File: src/design/see_pkg.sv
// shared types and constants for the stack expression evaluator
package see_pkg;

  localparam int unsigned StackDepth = 256;
  localparam int unsigned VarCount   = 64;
  localparam int unsigned SpW        = $clog2(StackDepth);
  localparam int unsigned DepthW     = $clog2(StackDepth + 1);
  localparam int unsigned VarW       = $clog2(VarCount);
  localparam logic [31:0] QOne       = 32'h0001_0000;

  typedef enum logic [4:0] {
    KIND_PUSH  = 5'd0,
    KIND_LOAD  = 5'd1,
    KIND_STORE = 5'd2,
    KIND_ADD   = 5'd3,
    KIND_SUB   = 5'd4,
    KIND_MUL   = 5'd5,
    KIND_DIV   = 5'd6,
    KIND_NEG   = 5'd7,
    KIND_GT    = 5'd8,
    KIND_LT    = 5'd9,
    KIND_EQ    = 5'd10,
    KIND_GE    = 5'd11,
    KIND_LE    = 5'd12,
    KIND_NE    = 5'd13,
    KIND_AND   = 5'd14,
    KIND_OR    = 5'd15,
    KIND_NOT   = 5'd16,
    KIND_PRINT = 5'd17
  } kind_e;

  typedef enum logic [2:0] {
    ST_OK       = 3'd0,
    ST_OVERFLOW = 3'd1,
    ST_UNDERFLOW = 3'd2,
    ST_DIVZERO  = 3'd3,
    ST_UNDEF    = 3'd4
  } status_e;

  typedef enum logic [2:0] {
    FSM_IDLE,
    FSM_RD,
    FSM_EXEC,
    FSM_MUL,
    FSM_DIV,
    FSM_WB,
    FSM_TOP,
    FSM_OUT
  } fsm_e;

  // divider handshake
  typedef struct packed {
    logic        start;
    logic [31:0] num;
    logic [31:0] den;
  } div_req_t;

  typedef struct packed {
    logic        done;
    logic [31:0] quo;
  } div_rsp_t;

endpackage

File: src/design/see_div.sv
// iterative signed q16.16 divider with saturation, one quotient bit per cycle
module see_div (
  input  logic             clk_i,
  input  logic             rst_ni,
  input  see_pkg::div_req_t req_i,
  output see_pkg::div_rsp_t rsp_o
);
  import see_pkg::*;

  // dividend |a|<<16 is 48 bits; quotient up to 48 bits
  logic [47:0] rem_q, rem_d;
  logic [47:0] quo_q, quo_d;
  logic [47:0] dvd_q, dvd_d;
  logic [31:0] den_q, den_d;
  logic        neg_q, neg_d;
  logic [5:0]  cnt_q, cnt_d;
  logic        busy_q, busy_d;
  logic        done_q, done_d;
  logic [48:0] trial;
  logic [47:0] shifted;
  logic [31:0] abs_a, abs_b;
  logic [48:0] sq;
  logic [31:0] res;

  assign abs_a = req_i.num[31] ? (~req_i.num + 32'd1) : req_i.num;
  assign abs_b = req_i.den[31] ? (~req_i.den + 32'd1) : req_i.den;
  assign shifted = {rem_q[46:0], dvd_q[47]};
  assign trial = {1'b0, shifted} - {17'd0, den_q};

  // one restoring step per cycle
  always_comb begin
    rem_d  = rem_q;
    quo_d  = quo_q;
    dvd_d  = dvd_q;
    den_d  = den_q;
    neg_d  = neg_q;
    cnt_d  = cnt_q;
    busy_d = busy_q;
    done_d = 1'b0;
    if (req_i.start) begin
      rem_d  = '0;
      quo_d  = '0;
      dvd_d  = {abs_a, 16'd0};
      den_d  = abs_b;
      neg_d  = req_i.num[31] ^ req_i.den[31];
      cnt_d  = 6'd47;
      busy_d = 1'b1;
    end else if (busy_q) begin
      dvd_d = {dvd_q[46:0], 1'b0};
      if (!trial[48]) begin
        rem_d = trial[47:0];
        quo_d = {quo_q[46:0], 1'b1};
      end else begin
        rem_d = shifted;
        quo_d = {quo_q[46:0], 1'b0};
      end
      if (cnt_q == '0) begin
        busy_d = 1'b0;
        done_d = 1'b1;
      end else begin
        cnt_d = cnt_q - 6'd1;
      end
    end
  end

  // sign and saturate
  always_comb begin
    sq = neg_q ? (49'd0 - {1'b0, quo_q}) : {1'b0, quo_q};
    if (!neg_q && quo_q > 48'h0000_7FFF_FFFF) res = 32'h7FFF_FFFF;
    else if (neg_q && quo_q > 48'h0000_8000_0000) res = 32'h8000_0000;
    else res = sq[31:0];
  end

  assign rsp_o.done = done_q;
  assign rsp_o.quo  = res;

  always_ff @(posedge clk_i or negedge rst_ni) begin
    if (!rst_ni) begin
      busy_q <= 1'b0;
      done_q <= 1'b0;
      cnt_q  <= '0;
    end else begin
      busy_q <= busy_d;
      done_q <= done_d;
      cnt_q  <= cnt_d;
    end
  end

  always_ff @(posedge clk_i) begin
    rem_q <= rem_d;
    quo_q <= quo_d;
    dvd_q <= dvd_d;
    den_q <= den_d;
    neg_q <= neg_d;
  end
endmodule

File: config.mk
export PLATFORM = sky130hd
export DESIGN_NAME = see_div
export DESIGN_NICKNAME = d
export VERILOG_FILES = /design/src/design/see_pkg.sv /design/src/design/see_div.sv
export SDC_FILE = /design/constraint.sdc
export NUM_CORES = 1
export LEC_CHECK = 0
export ABC_AREA = 1
export BUFFER_PORTS_ARGS = -buffer_cell sky130_fd_sc_hd__clkbuf_2
export CAP_MARGIN = 40
export CORE_ASPECT_RATIO = 0.75
export CORE_MARGIN = 4
export CORE_UTILIZATION = 56
export DETAILED_ROUTE_END_ITERATION = 16
export GPL_ROUTABILITY_DRIVEN = 0
export HOLD_SLACK_MARGIN = 0.03
export MAX_ROUTING_LAYER = met4
export PLACE_DENSITY = 0.86
export SLEW_MARGIN = 20
export SYNTH_ARGS = -nofsm -noshare
export SYNTH_HDL_FRONTEND = slang
export SYNTH_SLANG_ARGS = --single-unit
export TNS_END_PERCENT = 10
File: constraint.sdc
create_clock -name clk_i -period 2.65 [get_ports clk_i]
set_input_delay 0.1325 -clock clk_i [delete_from_list [all_inputs] [get_ports clk_i]]
set_output_delay 0.1325 -clock clk_i [all_outputs]
set_load 0.05 [all_outputs]
==> metrics.md <==
| Metric | Value |
|---|---|
| Number of global-route vias before repair | `11840` |
| Area leader, netlist | `nand2_1` |
| Via-to-Cell Ratio | `5.670` |
| Endpoints failing hold | `0` |
| Cell Area, Synth | `12290 sq um` |
| Yosys warnings | `0` |
| Hold slack | `37.14 ps` |
| Slew @ Worst Pin | `630.5 ps` |
| Final Cycle Share | `103.1%` |
| Register area share after synthesis | `32.98%` |
| Pwr Density | `915.0 nW/um^2` |
| Register bit total from synthesis | `168` |
| Die Width | `179.1 microns` |
| Mapped Cells | `1841` |
| Headroom to the max-slew limit | `57.96%` |
| All-Layer GR Usage | `29.08%` |
| Avg Inst Size Synth | `6.677 sq um` |
| RSZ-0062 raised after global routing | `true` |
| Hold path start | `req_i[9]` |
| Core Box Area | `21350 sq um` |
| H-tree levels | `4` |
| Synth Flop Type | `dfxtp_1` |
| IO Pins | `100` |
| Ys async rst share | `4.762%` |
| DIE AREA | `24410 sq um` |
| Cell variety after synth | `51` |
| Violated checks | `negative setup slack` |
| Worst-path clk slew | `70 ps` |
| Initial core utilization | `57.57%` |
| Root Buffer | `clkbuf_16` |
| Setup WS pre-CTS | `64.52 ps` |
| Sum Neg Setup Slack | `-1277 ps` |
| Fill cells | `1680` |
| Routed Antenna Nets | `0` |
| Internal power | `6923 uW` |
| Final nets | `2061` |
| Final worst slack | `-83.21 ps` |
| Top-area cell type share of the netlist area | `16.67%` |
| Switching Share | `46.64%` |
| VDD IR max | `0.5120 mV` |
| Hold crit path type | `primary input to flop` |
| Max-cap violations | `0` |
| First-pass GRT wire length | `56.15 mm` |
| P&R area growth vs syn | `15.34%` |
| Setup Skew | `15.09 ps` |
| CTS Buf Count | `17` |
| Initial antenna violation count | `0` |
| Final Setup Violations | `28` |
| Clock buffer depth | `2` |
| Fin cells | `2257` |
| Drt first pass iters | `7` |
| Diodes inserted | `0` |
| Layout cell share with drive strength beyond 1 | `14.37%` |
| Arrival @ worst endpoint | `2600 ps` |
| F_max | `365.9 MHz` |
| # DRC | `0` |
| # clock sinks | `168` |
| Worst R2R Start | `den_q[11]$_DFFE_PP_` |
| Die H | `136.3 microns` |
| Clk_lat worst skew | `440 ps` |
| Most instantiated cells after synthesis | `nand2_1 (546), inv_1 (290), nor2_1 (193)` |
| Psw | `6051 uW` |
| EDFF count, synth | `65` |
| Finished Cell Area | `14180 sq um` |
| Req. time, crit path | `2520 ps` |
| Outcome | `finished, violations left` |
| DR vias | `12800` |
| Leak pwr | `0.007018 uW` |
| Placed cell count | `2202` |
| Comb pwr share | `52.1%` |
| Flop pwr share | `27.4%` |
| Largest net degree at the start of global routing | `48` |
| Setup CP Type | `flop to output pin` |
| Post-DP Area | `13100 sq um` |
| Gr ovfl total | `0` |
| Setup crit end kind | `output pin` |
| Setup crit start | `quo_q[1]$_SDFFE_PP0P_` |
| CP Launch Type | `flop` |
| Largest cells by area after synthesis | `nand2_1 (17%), edfxtp_1 (16%), dfxtp_1 (15%), inv_1 (8.9%), nor2_1 (5.9%)` |
| Drt total wl | `35.14 mm` |
| Minimum clock period after layout | `2733 ps` |
| Drt initial violations | `1536` |
| Top-count cell post-synth | `nand2_1` |
| Row count | `46` |
| PortBufs | `99` |
| Max FO, Critical Path | `16` |
| Avg WL per Cell | `15.57 microns` |
| Hpwl dp | `25.18 mm` |
| Slew Limit Fails | `0` |
| Post-Syn Nets | `1946` |
| Clock Power Share | `20.5%` |
| CTS tree | `built` |
==> layout by cell type (no fill, tap or decap), types with 7 or more instances in the layout <==
| master | synthesis | layout |
|---|---|---|
| nand2_1 | 546 | 540 |
| inv_1 | 290 | 285 |
| nor2_1 | 193 | 189 |
| nand3_1 | 114 | 112 |
| dfxtp_1 | 95 | 94 |
| clkbuf_2 | 0 | 70 |
| o21ai_0 | 69 | 65 |
| edfxtp_1 | 65 | 65 |
| xor2_1 | 55 | 55 |
| a21oi_1 | 52 | 51 |
| o22ai_1 | 46 | 46 |
| ha_1 | 37 | 36 |
| buf_4 | 4 | 36 |
| nand4_1 | 29 | 29 |
| xnor2_1 | 27 | 27 |
| nand3_2 | 20 | 22 |
| o21ai_1 | 23 | 21 |
| clkbuf_16 | 0 | 17 |
| inv_2 | 11 | 14 |
| nor3_1 | 15 | 14 |
| nor2_2 | 10 | 14 |
| buf_6 | 4 | 14 |
| nand2_2 | 7 | 13 |
| o211ai_2 | 12 | 12 |
| dlygate4sd3_1 | 0 | 10 |
| a31oi_1 | 8 | 8 |
| dfrtp_1 | 8 | 8 |
| or2_2 | 7 | 7 |
| o21ai_2 | 1 | 7 |
| buf_12 | 3 | 7 |
==> path summary, 6_finish.rpt <==
kind	to	slack [ps]	depth (start not counted)
min in group asynchronous	cnt_q[3]$_DFFE_PN0P_	70	2
min	den_q[9]$_DFFE_PP_	40	2
min reg2reg	rem_q[20]$_SDFFE_PP0P_	480	2
max in group asynchronous	cnt_q[2]$_DFFE_PN0P_	2390	2
max reg2reg	rem_q[3]$_SDFFE_PP0P_	120	14
max	rsp_o[28]	-80	12
==> kinds of logic (layout without fill, tap and decap cells) <==
logic type      count (synthesis)  in the layout  synth area share, %
buf+inv                       352            480                11.68
flops                         168            168                32.98
simple gates                  969            969                34.31
compound gates                232            232                11.26
xor+xnor                       82             82                5.842
fa+ha+maj                      38             38                3.929
==> through the flow <==
stage / power (uW) / utilization [%]
after global routing: 13770 / 66.40
after CTS: 12560 / 65.45
after floorplan: 8349 / -
final: 12970 / 66.40
after global placement: 9568 / 61.23
after detailed placement: 9753 / 61.33
==> cell type report <==
class / count / area [sq um] / area share, %
Clock buffer: 17 / 425.4 / 3.000
Clock inverter: 15 / 197.7 / 1.394
Inverter: 301 / 1136 / 8.013
Multi-Input combinational cell: 1321 / 6890 / 48.60
Sequential cell: 168 / 4055 / 28.60
Tap cell: 288 / 360.3 / 2.541
Timing Repair Buffer: 147 / 1114 / 7.854
==> layer usage <==
layer	up-vias	global-route usage (%)	routed length, microns
met5	-	-	0
met4	0	8.308	1029
met3	130	6.783	4100
met2	774	44.52	15460
met1	5792	38.73	14550
li1	6102	-	-
==> sequential cells by signal, summed over array words and instances (netlist names) <==
| name | cells |
|---|---|
| done_q | 1 |
| cnt_q | 6 |
| quo_q | 48 |
| den_q | 32 |
| busy_q | 1 |
| neg_q | 1 |
| dvd_q | 32 |
| rem_q | 47 |
==> repair_timing <==
item                                    in CTS  in global routing
pin swaps                                    3                  3
hold buffers                                10                  0
endpoints found under the setup margin      32                 49
gates resized for setup                     28                 89
buffers inserted                            10                  3
hold endpoints to repair                    17                  0
==> critical path, cell delays in order (launching register included) <==
cell	delay [ps]
dfxtp_1	310
inv_2	100
ha_4	150
nand4_1	170
nor2_2	200
nand2_2	110
nor3_2	260
nand3_1	140
nand3_2	150
buf_8	160
nand2_1	80
o21ai_1	110
buf_4	210
==> power groups by stage <==
| stage | clock network (uW) | logic (uW) | registers (uW) |
|---|---|---|---|
| 5_1_grt | 2780 | 7380 | 3610 |
| 6_report | 2660 | 6760 | 3550 |
| 3_3_place_gp | 0 | 6000 | 3570 |
| 2_1_floorplan | 0 | 4860 | 3490 |
| 3_5_place_dp | 0 | 6170 | 3580 |
| 4_1_cts | 2650 | 6370 | 3540 |
No activity file was read; power rests on OpenSTA's default activity.
